$ cat src/rtl/core/rgp_pkg.sv
// ----------------------------------------------------------------------------
// rgp_pkg
// Types, widths and codes shared by the radial gradient projection block.
// ----------------------------------------------------------------------------
`timescale 1ns / 1ps

package rgp_pkg;

	localparam int COORD_BITS = 10;
	localparam int IDX_W      = 10;
	localparam int CRD_W      = 18;
	localparam int SCL_W      = 16;
	localparam int GRAD_W     = 16;
	localparam int RES_W      = 16;
	localparam int CFG_W      = 18;

	localparam logic [IDX_W-1:0] IDX_MASK = (COORD_BITS >= IDX_W) ? '1 :
		IDX_W'((64'd1 << COORD_BITS) - 64'd1);

	localparam int OFS_W  = 20;         // signed Q.8 offset
	localparam int PROD_W = OFS_W + SCL_W + 1;
	localparam int SS_W   = 24;         // signed scaled slice offset
	localparam int SQR_W  = 2 * OFS_W;
	localparam int N2_W   = 46;
	localparam int DOT_W  = 42;
	localparam int DMAG_W = DOT_W;

	localparam int ROOT_W    = 26;
	localparam int RAD_W     = 2 * ROOT_W;
	localparam int REM_W     = ROOT_W + 3;
	localparam int SQ_PER    = 2;
	localparam int SQ_STAGES = ROOT_W / SQ_PER;

	localparam int NUM_W      = DMAG_W + 3;
	localparam int Q_W        = 16;
	localparam int DREM_W     = ROOT_W + 1;
	localparam int DIV_PER    = 2;
	localparam int DIV_STAGES = Q_W / DIV_PER;

	localparam logic [SCL_W-1:0] SCALE_RESET = 16'd4096;

	typedef enum logic [1:0] {
		REG_CENTER_SLICE = 2'd0,
		REG_CENTER_ROW   = 2'd1,
		REG_CENTER_COL   = 2'd2,
		REG_SLICE_SCALE  = 2'd3
	} reg_idx_t;

	typedef struct packed {
		logic [IDX_W-1:0]         slice_idx;
		logic [IDX_W-1:0]         row_idx;
		logic [IDX_W-1:0]         col_idx;
		logic signed [GRAD_W-1:0] grad_slice;
		logic signed [GRAD_W-1:0] grad_row;
		logic signed [GRAD_W-1:0] grad_col;
	} vox_t;

	typedef struct packed {
		logic signed [RES_W-1:0] radial_value;
		logic                    is_center;
	} res_t;

	typedef struct packed {
		logic [CRD_W-1:0] center_slice;
		logic [CRD_W-1:0] center_row;
		logic [CRD_W-1:0] center_col;
		logic [SCL_W-1:0] slice_scale;
	} cfg_t;

	// carried alongside the norm computation
	typedef struct packed {
		logic [DMAG_W-1:0] dmag;
		logic              neg;
		logic              center;
	} side_t;

endpackage

$ cat src/rtl/core/rgp_sqrt.sv
// ----------------------------------------------------------------------------
// rgp_sqrt
// Pipelined digit-by-digit integer square root, two root bits per stage.
// ----------------------------------------------------------------------------
`timescale 1ns / 1ps

module rgp_sqrt (
	input  logic                          clk,
	input  logic                          arst_n,
	input  logic                          en,
	input  logic                          in_valid,
	input  logic [rgp_pkg::RAD_W-1:0]     rad,
	input  rgp_pkg::side_t                in_side,
	output logic                          out_valid,
	output logic [rgp_pkg::ROOT_W-1:0]    root,
	output rgp_pkg::side_t                out_side
);

	localparam int NS = rgp_pkg::SQ_STAGES;

	typedef struct packed {
		logic [rgp_pkg::REM_W-1:0]  rem;
		logic [rgp_pkg::ROOT_W-1:0] root;
		logic [rgp_pkg::RAD_W-1:0]  rad;
	} sq_t;

	function automatic sq_t sq_step(input sq_t a);
		logic [rgp_pkg::REM_W-1:0] r;
		logic [rgp_pkg::REM_W-1:0] t;
		sq_t b;
		r = {a.rem[rgp_pkg::REM_W-3:0], a.rad[rgp_pkg::RAD_W-1 -: 2]};
		t = {1'b0, a.root, 2'b01};
		b.rad = {a.rad[rgp_pkg::RAD_W-3:0], 2'b00};
		if (r >= t) begin
			b.rem  = r - t;
			b.root = {a.root[rgp_pkg::ROOT_W-2:0], 1'b1};
		end else begin
			b.rem  = r;
			b.root = {a.root[rgp_pkg::ROOT_W-2:0], 1'b0};
		end
		return b;
	endfunction

	logic           vld_s  [NS];
	sq_t            st_s   [NS];
	rgp_pkg::side_t side_s [NS];

	for (genvar k = 0; k < NS; k++) begin : g_stage
		sq_t            cur;
		sq_t            nxt;
		logic           vin;
		rgp_pkg::side_t sin;

		if (k == 0) begin : g_first
			assign cur = '{rem: '0, root: '0, rad: rad};
			assign vin = in_valid;
			assign sin = in_side;
		end else begin : g_next
			assign cur = st_s[k-1];
			assign vin = vld_s[k-1];
			assign sin = side_s[k-1];
		end

		always_comb begin
			nxt = cur;
			for (int j = 0; j < rgp_pkg::SQ_PER; j++) begin
				nxt = sq_step(nxt);
			end
		end

		always_ff @(posedge clk or negedge arst_n) begin
			if (!arst_n) begin
				vld_s[k] <= 1'b0;
			end else if (en) begin
				vld_s[k] <= vin;
			end
		end

		always_ff @(posedge clk) begin
			if (en) begin
				st_s[k]   <= nxt;
				side_s[k] <= sin;
			end
		end
	end

	assign out_valid = vld_s[NS-1];
	assign root      = st_s[NS-1].root;
	assign out_side  = side_s[NS-1];

endmodule

$ cat config.mk
export PLATFORM = sky130hd
export DESIGN_NAME = rgp_sqrt
export DESIGN_NICKNAME = d
export VERILOG_FILES = /design/src/rtl/core/rgp_pkg.sv /design/src/rtl/core/rgp_sqrt.sv
export SDC_FILE = /design/constraint.sdc
export NUM_CORES = 2
export LEC_CHECK = 0
export ABC_AREA = 1
export BUFFER_PORTS_ARGS = -buffer_cell sky130_fd_sc_hd__buf_2
export CORE_MARGIN = 5
export CORE_UTILIZATION = 65
export CTS_BUF_LIST = sky130_fd_sc_hd__clkbuf_8
export DETAILED_ROUTE_END_ITERATION = 16
export HOLD_SLACK_MARGIN = 0.08
export PLACE_DENSITY_LB_ADDON = 0.25
export SLEW_MARGIN = 20
export SYNTH_ARGS = -nofsm -noshare
export SYNTH_HDL_FRONTEND = slang
export SYNTH_SLANG_ARGS = --single-unit
$ cat constraint.sdc
create_clock -name clk -period 5 [get_ports clk]
set_clock_uncertainty 0.05 [all_clocks]
set_input_delay 0.75 -clock clk [delete_from_list [all_inputs] [get_ports clk]]
set_output_delay 0.75 -clock clk [all_outputs]
set_load 0.005 [all_outputs]
Word-level counts from Yosys, hierarchy flattened
Memories as Yosys holds them, arrays and structs flattened.
Cells that the tools add are included.
- word-level logic and storage cells: 95
- output and inout port bits: 71
- input bits: 100
- bits in registers: 13
- memories kept: 2
- bits in writable memories: 1911
- multiplexer cells: 28
- magnitude comparators: 26
- add/sub/neg operators: 26
- memories (memory ; words ; width ; rd ports ; clocked after memory_dff ; write ports ; line ; RTL):
    st_s ; 13 ; 103 ; 13 ; 0 ; 13 ; rgp_sqrt.sv:45 ; sq_t st_s [NS];
    side_s ; 13 ; 44 ; 13 ; 0 ; 13 ; rgp_sqrt.sv:46 ; rgp_pkg::side_t side_s [NS];
- operator list (kind ; count):
    $ge 29x28->1 ; 25
    $mux 55 ; 13
    $mux 53 ; 13
    $sub 29x28->29 ; 13
    $sub 27x27->27 ; 12
    $sub 2x1->3 const B ; 1
    $ge 2x1->1 const B ; 1
    $mux 1 ; 2

Depth between registers and ports, before layout
An unclocked memory read counts as a cell.
- depth in word-level cells: 5
- gate-level depth with buffers: 32

Worst setup path before layout
OpenSTA, ideal clock, no wires.
- path type: reg-to-reg
- from: memory st_s[1][177] (netlist name)
- to: memory st_s[1][302] (netlist name) (data pin)
- cell stages (with the launch flop): 31
- arrival: 3.925 ns
- clock period less this slack: 4.228 ns
- setup time: 0.253 ns
- buffers on the path: 4
- setup slack: 0.772 ns
- cells stage by stage: edfxtp_1 > ha_1 > clkbuf_1 > nand2_1 > nand2_1 > a21oi_1 > nand2_1 > nand2_1 > nand2_1 > nand2_1 > nand2_2 > clkbuf_1 > buf_1 > nand2_1 > o21ai_0 > inv_1 > ha_1 > nand2_1 > nor2_1 > inv_1 > nor3_1 > nand4_1 > nor3_1 > nand3_1 > nand3_1 > nor2_1 > nand3_1 > inv_1 > buf_2 > nand2_1 > nand2_1
- RTL lines (element ; line):
    start: declaration ; rgp_sqrt.sv:45

==> metrics.md <==
| Metric | Value |
|---|---|
| Status | complete, no violations |
| Kind of critical path | reg2reg |
| Starting DRC count in detailed routing | approximately 7.0k |
| Worst Reg-to-Reg Cells | 28 |
| Synth Area per Inst | roughly 9.0 sq um |
| CTS tree | yes |
| Max FO, Critical Path | 15 |
| Slew of the pin with the lowest slew margin | 690 ps |
| Fraction of layout cells with a size suffix above 1 | a little under a tenth |
| Worst R2R Start | st_s[1][163] |
| Worst EP arrival | approximately 5500 ps |
| Row cnt | 127 |
| P&R area growth vs syn | 11.3% |
| Setup crit start | st_s[1][163] |
| Max_cap viols | 0 |
| Pre-Repair DR Iteration Count | 9 |
| Share of the synthesized area in the top cell type | between 50% and 60% |
| Most common cell in the netlist | nand2_1 |
| Synth Register Bits | 1387 |
| Dominant cells by area after synthesis | edfxtp_1 (53%), nand2_1 (12%), ha_1 (6.0%), inv_1 (5.5%), nor2_1 (3.9%) |
| Cell Count Post-Placement | about 10k |
| Clock-pin transition on the worst setup and hold timing paths | around 70 ps |
| Via count | approximately 63k |
| Die H | ~360 um |
| Worst skew pair latency | ~1000 ps |
| Die footprint | roughly 130000 sq um |
| EDFF count, synth | around 1.4k |
| Crit share post-route | a little over nine tenths |
| HPWL after DPL | roughly 160 mm |
| Fmax | between 200 and 250 MHz |
| Power Dens Cells | ~480 nW/um^2 |
| Sinks on the clock net | ~1.4k |
| Count of yosys warnings during synthesis | 0 |
| Input/output buffers | 170 |
| Pin count of the biggest net entering global routing | 138 |
| Ports | between 150 and 200 |
| Non-Filler Instances | ~11k |
| Total power | just over 40000 uW |
| Relative slew margins | a little over half |
| Most used cell, CP | nand2_1 |
| Worst Setup End Kind | flop |
| H-tree Lvls | 4 |
| Clock tree root driver cell | clkbuf_8 |
| Critical path capture point | st_s[1][286] |
| Final instance area | a little under 90000 sq um |
| Drt drc | 0 |
| Routability cong. | roughly 1.0 |
| Startpoint types | flop |
| FILL cells | slightly below 9k |
| Final setup violating endpoints | 0 |
| Initial Util | 65.3% |
| Post-synth ARST share | less than 1% |
| Post-synthesis sequential area ratio | approximately 53% |
| Final min period | just under 5000 ps |
| CP max stage cell | edfxtp_1 |
| Slew Limit Fails | 0 |
| VDD IR-drop max | approximately 0.33 mV |
| Placeable Area | 119000 sq um |
| Reg-to-Reg End | st_s[1][286] |
| Setup TNS | 0 ps |
| Leakage | 0.0382 uW |
| Mapped cell area | between 70000 and 80000 sq um |
| Yosys cell types | 72 |
| Placed inst area | 81200 sq um |
| # nets final | ~9.6k |
| Fin. Hold Viols | 0 |
| Cells after Synth | around 8.6k |
| Die X | 356 um |
| Worst reg2reg setup slack | approximately 150 ps |
| Vias in the first global route | around 60k |
| Hold depth | 0 |
| Routed Antenna Nets | 0 |
| Largest area contributor in the netlist | edfxtp_1 |
| Worst Hold Class | reg2reg |
| Routed len/inst | between 15 and 20 um |
| Gr ovfl total | 0 |
| Initial antenna violation count | 3 |
| CTS buffer count | about 210 |
| Synth top cells by count | nand2_1 (2463), edfxtp_1 (1374), inv_1 (1137) |
| DR vias/cell | ~5.7 |
| CTS max path bufs | 3 |
| Synth Flop Type | edfxtp_1 |
| Final wirelength | 210 mm |
| Slowest stage delay, CP | about 470 ps |
| First-pass GRT wire length | 325 mm |
| GR Util All Layers | around a third |
| CP required | around 5700 ps |
## cells in the final DEF (no fill, tap or decap), types with 30 or more instances in the layout
| master | instances |
|---|---|
| o21ai_0 | 332 |
| nor3_1 | 99 |
| nand2_2 | 49 |
| xor2_1 | 195 |
| buf_2 | 169 |
| o21ai_1 | 38 |
| clkinv_1 | 51 |
| clkbuf_8 | 216 |
| o21bai_1 | 34 |
| nor2_1 | 811 |
| nor2_2 | 47 |
| nand2_1 | 2463 |
| nand3b_1 | 43 |
| nand4_1 | 158 |
| inv_1 | 1194 |
| nand3_1 | 498 |
| inv_2 | 30 |
| clkinv_2 | 30 |
| a21oi_1 | 434 |
| edfxtp_1 | 1374 |
| a21oi_2 | 34 |
| xnor2_1 | 105 |
| dlygate4sd3_1 | 101 |
| buf_4 | 88 |
| nand3_2 | 32 |
| ha_1 | 370 |
## worst max-delay path, delay by kind of cell (launching register included)
family / cells / cell delay (ps)
AO/OA/AOI/OAI: 2 / 420
adder cells (fa/ha/maj): 2 / 750
buffers and inverters: 6 / 740
flip-flops: 1 / 470
AND/OR/NAND/NOR: 18 / 2150
## cell type report
type | instances | area [sq um] | area share, %
repair buffers | 383 | 3020 | 3.48
multi-input cells | 5984 | 31500 | 36.2
clock buffers | 216 | 2970 | 3.43
inverters | 1175 | 4430 | 5.11
well taps | 1612 | 2020 | 2.32
diodes | 5 | 12.5 | 0.0144
repair inverters | 1 | 7.51 | 0.00865
clock inverters | 165 | 1290 | 1.49
flip-flops and latches | 1387 | 41600 | 47.9
## state kept, by name (all words and copies together) (netlist names)
signal / cells
g_stage.vin: 12
out_valid: 1
side_s: 572
st_s: 802
## cells by family (layout without fill, tap and decap cells)
| family | after synthesis | in the layout | synth area share, % |
|---|---|---|---|
| simple gates | 4307 | 4307 | 23.7 |
| flops | 1387 | 1387 | 53.3 |
| buf+inv | 1269 | 1940 | 6.45 |
| compound gates | 995 | 995 | 7.10 |
| fa+ha+maj | 375 | 375 | 6.02 |
| xor+xnor | 301 | 301 | 3.39 |
| mux | 2 | 2 | 0.0289 |
| other cells | 1 | 9 | 0.00481 |
## how the worst min path moves through the flow
stage                              start        endpoint  slack (ps)
final                      side_s[0][83]  side_s[0][127]         320
after global routing      side_s[0][155]   side_s[1][23]         320
after global placement     side_s[1][67]  side_s[1][111]         350
after detailed placement   side_s[0][79]  side_s[0][123]         350
after floorplan            side_s[0][56]  side_s[0][100]         350
after CTS                             en     st_s[0][25]         280
## stage by stage
step	hold slack, ps	utilization [%]	setup slack, ps
2_1_floorplan	350	-	772
3_3_place_gp	350	68.0	13.1
3_5_place_dp	355	68.0	-204
4_1_cts	275	72.4	14.4
5_1_grt	316	72.6	-126
6_report	325	72.6	150
## power breakdown
group	total, uW	internal, uW	switching (uW)
Sequential	15700	14700	1040
Combinational	16400	5410	11000
Clock	9380	4700	4680
## routing by layer
| metal | wire length [um] | global-route usage (%) | vias up | share of wire (%) |
|---|---|---|---|---|
| met1 | 82300 | 41.5 | 29001 | 39 |
| met5 | 0 | 0 | - | 0 |
| li1 | - | - | 29925 | - |
| met2 | 100000 | 54.7 | 3125 | 48 |
| met4 | 10600 | 15.0 | 0 | 5.0 |
| met3 | 16700 | 5.47 | 700 | 8.0 |
## what timing repair did
action,4_1_cts,5_1_grt
pin swaps,0,4
hold endpoints to repair,111,22
gates resized for setup,4,30
setup buffers,3,10
hold buffers,100,1
cloned,0,2
setup endpoints to repair,27,86
Note: power is estimated with default switching activity, not from simulation.
