===== src/rtl/core/rgp_pkg.sv =====
// ----------------------------------------------------------------------------
// rgp_pkg
// Types, widths and codes shared by the radial gradient projection block.
// ----------------------------------------------------------------------------
`timescale 1ns / 1ps

package rgp_pkg;

	localparam int COORD_BITS = 10;
	localparam int IDX_W      = 10;
	localparam int CRD_W      = 18;
	localparam int SCL_W      = 16;
	localparam int GRAD_W     = 16;
	localparam int RES_W      = 16;
	localparam int CFG_W      = 18;

	localparam logic [IDX_W-1:0] IDX_MASK = (COORD_BITS >= IDX_W) ? '1 :
		IDX_W'((64'd1 << COORD_BITS) - 64'd1);

	localparam int OFS_W  = 20;         // signed Q.8 offset
	localparam int PROD_W = OFS_W + SCL_W + 1;
	localparam int SS_W   = 24;         // signed scaled slice offset
	localparam int SQR_W  = 2 * OFS_W;
	localparam int N2_W   = 46;
	localparam int DOT_W  = 42;
	localparam int DMAG_W = DOT_W;

	localparam int ROOT_W    = 26;
	localparam int RAD_W     = 2 * ROOT_W;
	localparam int REM_W     = ROOT_W + 3;
	localparam int SQ_PER    = 2;
	localparam int SQ_STAGES = ROOT_W / SQ_PER;

	localparam int NUM_W      = DMAG_W + 3;
	localparam int Q_W        = 16;
	localparam int DREM_W     = ROOT_W + 1;
	localparam int DIV_PER    = 2;
	localparam int DIV_STAGES = Q_W / DIV_PER;

	localparam logic [SCL_W-1:0] SCALE_RESET = 16'd4096;

	typedef enum logic [1:0] {
		REG_CENTER_SLICE = 2'd0,
		REG_CENTER_ROW   = 2'd1,
		REG_CENTER_COL   = 2'd2,
		REG_SLICE_SCALE  = 2'd3
	} reg_idx_t;

	typedef struct packed {
		logic [IDX_W-1:0]         slice_idx;
		logic [IDX_W-1:0]         row_idx;
		logic [IDX_W-1:0]         col_idx;
		logic signed [GRAD_W-1:0] grad_slice;
		logic signed [GRAD_W-1:0] grad_row;
		logic signed [GRAD_W-1:0] grad_col;
	} vox_t;

	typedef struct packed {
		logic signed [RES_W-1:0] radial_value;
		logic                    is_center;
	} res_t;

	typedef struct packed {
		logic [CRD_W-1:0] center_slice;
		logic [CRD_W-1:0] center_row;
		logic [CRD_W-1:0] center_col;
		logic [SCL_W-1:0] slice_scale;
	} cfg_t;

	// carried alongside the norm computation
	typedef struct packed {
		logic [DMAG_W-1:0] dmag;
		logic              neg;
		logic              center;
	} side_t;

endpackage


===== src/rtl/core/rgp_div.sv =====
// ----------------------------------------------------------------------------
// rgp_div
// Pipelined restoring divider: round(4*|dot| / norm) with overflow flag.
// ----------------------------------------------------------------------------
`timescale 1ns / 1ps

module rgp_div (
	input  logic                          clk,
	input  logic                          arst_n,
	input  logic                          en,
	input  logic                          in_valid,
	input  logic [rgp_pkg::ROOT_W-1:0]    norm,
	input  rgp_pkg::side_t                in_side,
	output logic                          out_valid,
	output logic [rgp_pkg::Q_W-1:0]       quot,
	output logic                          ovf,
	output rgp_pkg::side_t                out_side
);

	localparam int NS = rgp_pkg::DIV_STAGES;
	localparam int QW = rgp_pkg::Q_W;
	localparam int DW = rgp_pkg::ROOT_W;

	typedef struct packed {
		logic [rgp_pkg::DREM_W-1:0] rem;
		logic [QW-1:0]              q;
		logic [QW-1:0]              lo;
		logic [DW-1:0]              d;
		logic                       ovf;
		logic                       neg;
		logic                       center;
	} dv_t;

	function automatic dv_t dv_step(input dv_t a);
		logic [rgp_pkg::DREM_W-1:0] r;
		dv_t b;
		b = a;
		r = {a.rem[rgp_pkg::DREM_W-2:0], a.lo[QW-1]};
		b.lo = {a.lo[QW-2:0], 1'b0};
		if (r >= {1'b0, a.d}) begin
			b.rem = r - {1'b0, a.d};
			b.q   = {a.q[QW-2:0], 1'b1};
		end else begin
			b.rem = r;
			b.q   = {a.q[QW-2:0], 1'b0};
		end
		return b;
	endfunction

	logic                      valid_s1, valid_s2;
	logic [rgp_pkg::NUM_W-1:0] num_s1;
	logic [DW-1:0]             d_s1;
	rgp_pkg::side_t            side_s1;
	dv_t                       init_s2;

	logic ovf_c;

	logic vld_s [NS];
	dv_t  st_s  [NS];

	// quotient would need more than Q_W bits
	assign ovf_c = num_s1 >= rgp_pkg::NUM_W'({d_s1, {QW{1'b0}}});

	always_ff @(posedge clk or negedge arst_n) begin
		if (!arst_n) begin
			valid_s1 <= 1'b0;
			valid_s2 <= 1'b0;
		end else if (en) begin
			valid_s1 <= in_valid;
			valid_s2 <= valid_s1;
		end
	end

	always_ff @(posedge clk) begin
		if (en) begin
			num_s1  <= rgp_pkg::NUM_W'({in_side.dmag, 2'b00}) + rgp_pkg::NUM_W'(norm >> 1);
			d_s1    <= norm;
			side_s1 <= in_side;

			init_s2.rem    <= rgp_pkg::DREM_W'(num_s1 >> QW);
			init_s2.q      <= '0;
			init_s2.lo     <= num_s1[QW-1:0];
			init_s2.d      <= d_s1;
			init_s2.ovf    <= ovf_c;
			init_s2.neg    <= side_s1.neg;
			init_s2.center <= side_s1.center;
		end
	end

	for (genvar k = 0; k < NS; k++) begin : g_stage
		dv_t  cur;
		dv_t  nxt;
		logic vin;

		if (k == 0) begin : g_first
			assign cur = init_s2;
			assign vin = valid_s2;
		end else begin : g_next
			assign cur = st_s[k-1];
			assign vin = vld_s[k-1];
		end

		always_comb begin
			nxt = cur;
			for (int j = 0; j < rgp_pkg::DIV_PER; j++) begin
				nxt = dv_step(nxt);
			end
		end

		always_ff @(posedge clk or negedge arst_n) begin
			if (!arst_n) begin
				vld_s[k] <= 1'b0;
			end else if (en) begin
				vld_s[k] <= vin;
			end
		end

		always_ff @(posedge clk) begin
			if (en) begin
				st_s[k] <= nxt;
			end
		end
	end

	assign out_valid       = vld_s[NS-1];
	assign quot            = st_s[NS-1].q;
	assign ovf             = st_s[NS-1].ovf;
	assign out_side.dmag   = '0;
	assign out_side.neg    = st_s[NS-1].neg;
	assign out_side.center = st_s[NS-1].center;

endmodule


===== config.mk =====
export PLATFORM = sky130hd
export DESIGN_NAME = rgp_div
export DESIGN_NICKNAME = d
export VERILOG_FILES = /design/src/rtl/core/rgp_pkg.sv /design/src/rtl/core/rgp_div.sv
export SDC_FILE = /design/constraint.sdc
export NUM_CORES = 2
export LEC_CHECK = 0
export ABC_AREA = 1
export BUFFER_PORTS_ARGS = -buffer_cell sky130_fd_sc_hd__clkbuf_2
export CAP_MARGIN = 20
export CORE_ASPECT_RATIO = 1.25
export CORE_UTILIZATION = 30
export DETAILED_ROUTE_END_ITERATION = 10
export PLACE_DENSITY_LB_ADDON = 0.08
export SLEW_MARGIN = 20
export SYNTH_ARGS = -nofsm -noshare
export SYNTH_HDL_FRONTEND = slang
export SYNTH_SLANG_ARGS = --single-unit
export TNS_END_PERCENT = 20

===== constraint.sdc =====
create_clock -name clk -period 8.15 [get_ports clk]
set_clock_uncertainty 0.2 [all_clocks]
set_input_delay 1.63 -clock clk [delete_from_list [all_inputs] [get_ports clk]]
set_output_delay 1.63 -clock clk [all_outputs]
set_load 0.005 [all_outputs]

---- Yosys cells after proc, flatten, opt, wreduce, memory -nomap -nowiden ----
Memories as Yosys holds them, arrays and structs flattened.
Cells that the tools add are included.
word-level totals
  word-level logic and storage cells ...... 73
  register bits after elaboration ......... 154
  memories ................................ 1
  bits in writable memories ............... 688
  output and inout port bits .............. 62
  input port bits ......................... 74
memory list
  name  depth  bits a word  read ports  clocked after memory_dff  write ports  RTL line       text
  st_s  8      86           8           0                         8            rgp_div.sv:59  dv_t st_s [NS];
cells by class
  $lt $le $gt $ge ......................... 17
  $add $sub $neg .......................... 17
  multiplexer cells ....................... 18
operators by type and width
  cell                            number
  >= comparator 27 x 26 -> 1 bit  16
  two-way mux 43 bit              8
  two-way mux 42 bit              8
  subtractor 27 x 26 -> 27 bit    8
  subtractor 26 bit               8
  adder 44 x 25 -> 45 bit         1
  >= comparator 45 x 42 -> 1 bit  1
  two-way mux 1 bit               2

---- Logic depth before layout (Yosys ltp) ----
An unclocked memory read counts as a cell.
  word-level depth ........................ 5
  depth in mapped cells ................... 32

---- Least setup slack after synthesis ----
No wires, ideal clock.
  path kind ............................... register -> register
  from .................................... memory st_s[1][125] in the netlist's numbering
  to ...................................... memory st_s[1][238] in the netlist's numbering (data pin)
  clock period less this slack ............ 3.949 ns
  buffers on the path ..................... 3
  data arrival time ....................... 3.497 ns
  stages on the path, launching flop included .. 28
  setup slack ............................. 4.201 ns
  cells stage by stage .................... edfxtp_1 -> inv_1 -> ha_1 -> nand3_1 -> nand3_1 -> nand2_1 -> nand3_1 -> nand2_1 -> nand3_2 -> inv_2 -> buf_2 -> buf_4 -> nand2_1 -> o21ai_1 -> ha_1 -> a21oi_1 -> nor2_1 -> nor2_1 -> nand3_1 -> nand2_1 -> nand3_1 -> nand2_1 -> inv_1 -> nor2_1 -> nand2_4 -> buf_4 -> nand2_1 -> nand2_1
RTL lines
  what             RTL line
  start, declared  rgp_div.sv:59

==> impl_metrics.json <==
{
  "run_status": "finished with violations",
  "violated_checks": "design-rule violations",
  "port-buffer-count": 93,
  "postSynth.asyncResetShare": 0.0153,
  "worstSetupPathType": "flip-flop to flip-flop",
  "number_of_clock_sinks": 652,
  "setup_repair_after_global_routing_missed_its_margin": "false",
  "ys_warn_count": 0,
  "grt_first_pass_wirelength_mm": 312,
  "r2r-start": "st_s[0][29]",
  "first_iter_violations": 3535,
  "ys_ff_latch": 652,
  "cts-htree-levels": 3,
  "cts_bufs_inserted": 84,
  "cts_tree": "built",
  "ioPinCount": 136,
  "clock_path_buffers": 3,
  "dr_total_vias": 48700,
  "cts_resized": 0,
  "worst_setup_path_startpoint": "st_s[0][29]",
  "rr_endpoint": "st_s[0][151]",
  "setup_violations": 0,
  "slew_violations": 0,
  "drt_pre_antenna_iters": 9,
  "layout.cells.most_common": "sky130_fd_sc_hd__nand2_1",
  "crit_required_ns": 8.48,
  "syn_area_um2": 54300,
  "clk_root_buffer_cell": "sky130_fd_sc_hd__clkbuf_16",
  "grt_util_met3": 0.0169,
  "floorplan.initialDensity": 0.302,
  "share_of_the_cycle_needed_by_the_critical_path_after_routing": 0.824,
  "post_drt_antenna_nets": 0,
  "core_area_um2": 180000,
  "dpl.hpwl_mm": 180,
  "design.die.area_um2": 183000,
  "overflow": 0,
  "critical_path.endpoint_type": "flip-flop",
  "route.detailed.wl_per_inst_um": 21.5,
  "setup.worst_path.start_class": "flip-flop",
  "wirelength_mm": 215,
  "whs_ns": 0.181,
  "worst_pin_slew_ns": 1.01,
  "critical_path.cell_chain": "inv_1 -> ha_1 -> nand3_1 -> nand3_1 -> nand2_1 -> nand3_1 -> nand2_4 -> nand3_2 -> o21ai_2 -> ha_1 -> a21oi_1 -> nand2_1 -> nand2_1 -> nand2_1 -> nand2_1 -> nand3_1 -> nand2_1 -> nand2_1 -> nand2_1 -> inv_1 -> nor2_4 -> nand3_1 -> nand2_1",
  "synth-edff-count": 642,
  "drv.max_cap_violation_count": 0,
  "finalWorstPathRequiredPeriod_ns": 6.72,
  "nFillCells": 19600,
  "count_of_different_cell_masters_after_synthesis": 54,
  "postCtsHoldBufs": 0,
  "max_stage_delay_ns": 0.81,
  "worst_path_dominant_cell_family": "simple AND/OR/NAND/NOR gates",
  "area_delta_synth_final_pct": 10.5,
  "min-delay-path-class": "flip-flop to flip-flop",
  "timing.critical_path.depth": 23,
  "via_count_of_the_first_global_routing_pass": 47700,
  "worst_path_max_delay_cell": "sky130_fd_sc_hd__nand3_2",
  "cell_depth_of_the_worst_flop_to_flop_path": 23,
  "worst-r2r-setup-slack_ns": 1.43,
  "final_design_area_no_fill_um2": 60000,
  "slew_headroom": 0.321,
  "worst_skew_pair.late_latency_ns": 0.73,
  "setup_tns_ns": 0,
  "gr-usage-all-layers": 0.230,
  "crit_path_end": "st_s[0][151]",
  "grt.busiest_layer": "met2",
  "worst-path-buf-inv": 2,
  "seq_area_frac_synth": 0.360,
  "number_of_antenna_violations_at_the_first_check_in_global_routing": 10,
  "ys.flop_type": "sky130_fd_sc_hd__edfxtp_1",
  "post-cts-setup-buffer-count": 0,
  "grt_max_degree": 168,
  "num-nets-final": 8075,
  "finalWeightedCongestion": 0.930,
  "mostFrequentLayoutCells": "2523 x sky130_fd_sc_hd__nand2_1, 1114 x sky130_fd_sc_hd__inv_1, 642 x sky130_fd_sc_hd__edfxtp_1, 538 x sky130_fd_sc_hd__nor2_1, 465 x sky130_fd_sc_hd__ha_1",
  "global_route.usage.met2": 0.406,
  "cpMostUsedCell": "sky130_fd_sc_hd__nand2_1",
  "detail_route.vias_per_cell": 4.89,
  "rows": 174,
  "die_y_um": 478,
  "placedInstanceArea_um2": 57200,
  "dieWidth_um": 383,
  "remaining_drc_errors": 10,
  "fmax_mhz": 149,
  "synth_cells": 7408,
  "arrival_ns": 7.05,
  "post_route_cells_drive_above_1_share": 0.0514,
  "report.final.hold_viol_count": 0,
  "clock_transition_time_at_the_flip_flop_clock_pins_of_the_worst_setup_and_hold_paths_ns": 0.06,
  "average_size_of_a_mapped_cell_um2": 7.33,
  "grt.met1_usage": 0.290,
  "critPathMaxFanout": 38
}
## worst reg2reg max path, stage by stage, from the launching register on
cell,delay (ns)
sky130_fd_sc_hd__edfxtp_1,0.64
sky130_fd_sc_hd__inv_1,0.28
sky130_fd_sc_hd__ha_1,0.45
sky130_fd_sc_hd__nand3_1,0.12
sky130_fd_sc_hd__nand3_1,0.21
sky130_fd_sc_hd__nand2_1,0.14
sky130_fd_sc_hd__nand3_1,0.16
sky130_fd_sc_hd__nand2_4,0.25
sky130_fd_sc_hd__nand3_2,0.82
sky130_fd_sc_hd__o21ai_2,0.67
sky130_fd_sc_hd__ha_1,0.38
sky130_fd_sc_hd__a21oi_1,0.22
sky130_fd_sc_hd__nand2_1,0.13
sky130_fd_sc_hd__nand2_1,0.08
sky130_fd_sc_hd__nand2_1,0.14
sky130_fd_sc_hd__nand2_1,0.11
sky130_fd_sc_hd__nand3_1,0.19
sky130_fd_sc_hd__nand2_1,0.14
sky130_fd_sc_hd__nand2_1,0.06
sky130_fd_sc_hd__nand2_1,0.12
sky130_fd_sc_hd__inv_1,0.08
sky130_fd_sc_hd__nor2_4,0.53
sky130_fd_sc_hd__nand3_1,0.18
sky130_fd_sc_hd__nand2_1,0.23
## layout make-up
cell class | instances | area (µm²) | area share
Multi-Input combinational cell | 5548 | 29800 | 0.497
Timing Repair Buffer | 105 | 616 | 0.0103
Antenna cell | 1 | 2.50 | 0.0000417
Tap cell | 2376 | 2970 | 0.0495
Inverter | 1129 | 4240 | 0.0707
Clock inverter | 52 | 658 | 0.0110
Clock buffer | 100 | 2160 | 0.0360
Sequential cell | 652 | 19500 | 0.325
## flip-flops by register name, indices dropped and copies added, names as in the netlist
register     cells
valid_s1         1
st_s           502
g_stage.cur     69
g_stage.vin      8
d_s1            24
side_s1          2
out_valid        1
num_s1          45
## cell families after synthesis
logic type               Yosys count  synth area share
adder cells (fa/ha/maj)          481             0.113
XOR/XNOR                         270            0.0436
other                              1         0.0000691
buffers and inverters           1249            0.0938
flip-flops                       652             0.360
AND/OR/NAND/NOR                 3966             0.310
AO/OA/AOI/OAI                    789            0.0797
## metal layers
metal / up-vias / share of wire / wire length [µm]
met5: - / 0.000061 / 13
met4: 2 / 0.037 / 7940
met3: 262 / 0.031 / 6750
met2: 1089 / 0.49 / 106000
met1: 23000 / 0.44 / 94100
li1: 24300 / - / -
## Yosys cell counts, drive strengths merged, types with 6 or more instances
master / number / area share
a21o: 29 / 0.0040
a21oi: 406 / 0.038
a21boi: 9 / 0.0012
ha: 465 / 0.11
o21bai: 51 / 0.0071
nand3: 454 / 0.045
xnor2: 129 / 0.021
a211oi: 6 / 0.00083
nor3: 68 / 0.0066
nor4: 24 / 0.0028
inv: 1128 / 0.078
clkbuf: 11 / 0.00076
fa: 16 / 0.0059
buf: 109 / 0.015
a31oi: 19 / 0.0022
nand4: 183 / 0.021
o21ai: 254 / 0.024
xor2: 141 / 0.023
dfrtp: 10 / 0.0046
nand2: 2533 / 0.18
nor2: 591 / 0.045
or2: 44 / 0.0051
o21a: 9 / 0.0012
edfxtp: 642 / 0.36
nand3b: 35 / 0.0048
and2: 26 / 0.0030
## through the flow
step            util  cells  setup slack (ns)
6_report       0.334   9963              1.43
5_1_grt        0.334   9963             0.949
2_1_floorplan      -   7449              4.20
3_3_place_gp   0.318   9810              1.30
4_1_cts        0.334   9962              1.28
3_5_place_dp   0.318   9810              1.33
## worst min path at each step
stage / startpoint / end / slack [ns] / depth (start not counted)
detailed placement: st_s[0][36] / st_s[0][124] / 0.20 / 0
CTS: st_s[0][306] / st_s[1][50] / 0.18 / 0
floorplan: side_s1[0] / g_stage[0].cur[0] / 0.20 / 0
global route: st_s[0][306] / st_s[1][50] / 0.19 / 0
global placement: g_stage[0].cur[2] / st_s[0][2] / 0.20 / 0
finish: st_s[1][224] / st_s[1][312] / 0.18 / 0
Power is left out: the tool's default activity adds up to more than one toggle a clock period on the data nets, which glitch-free logic cannot reach.
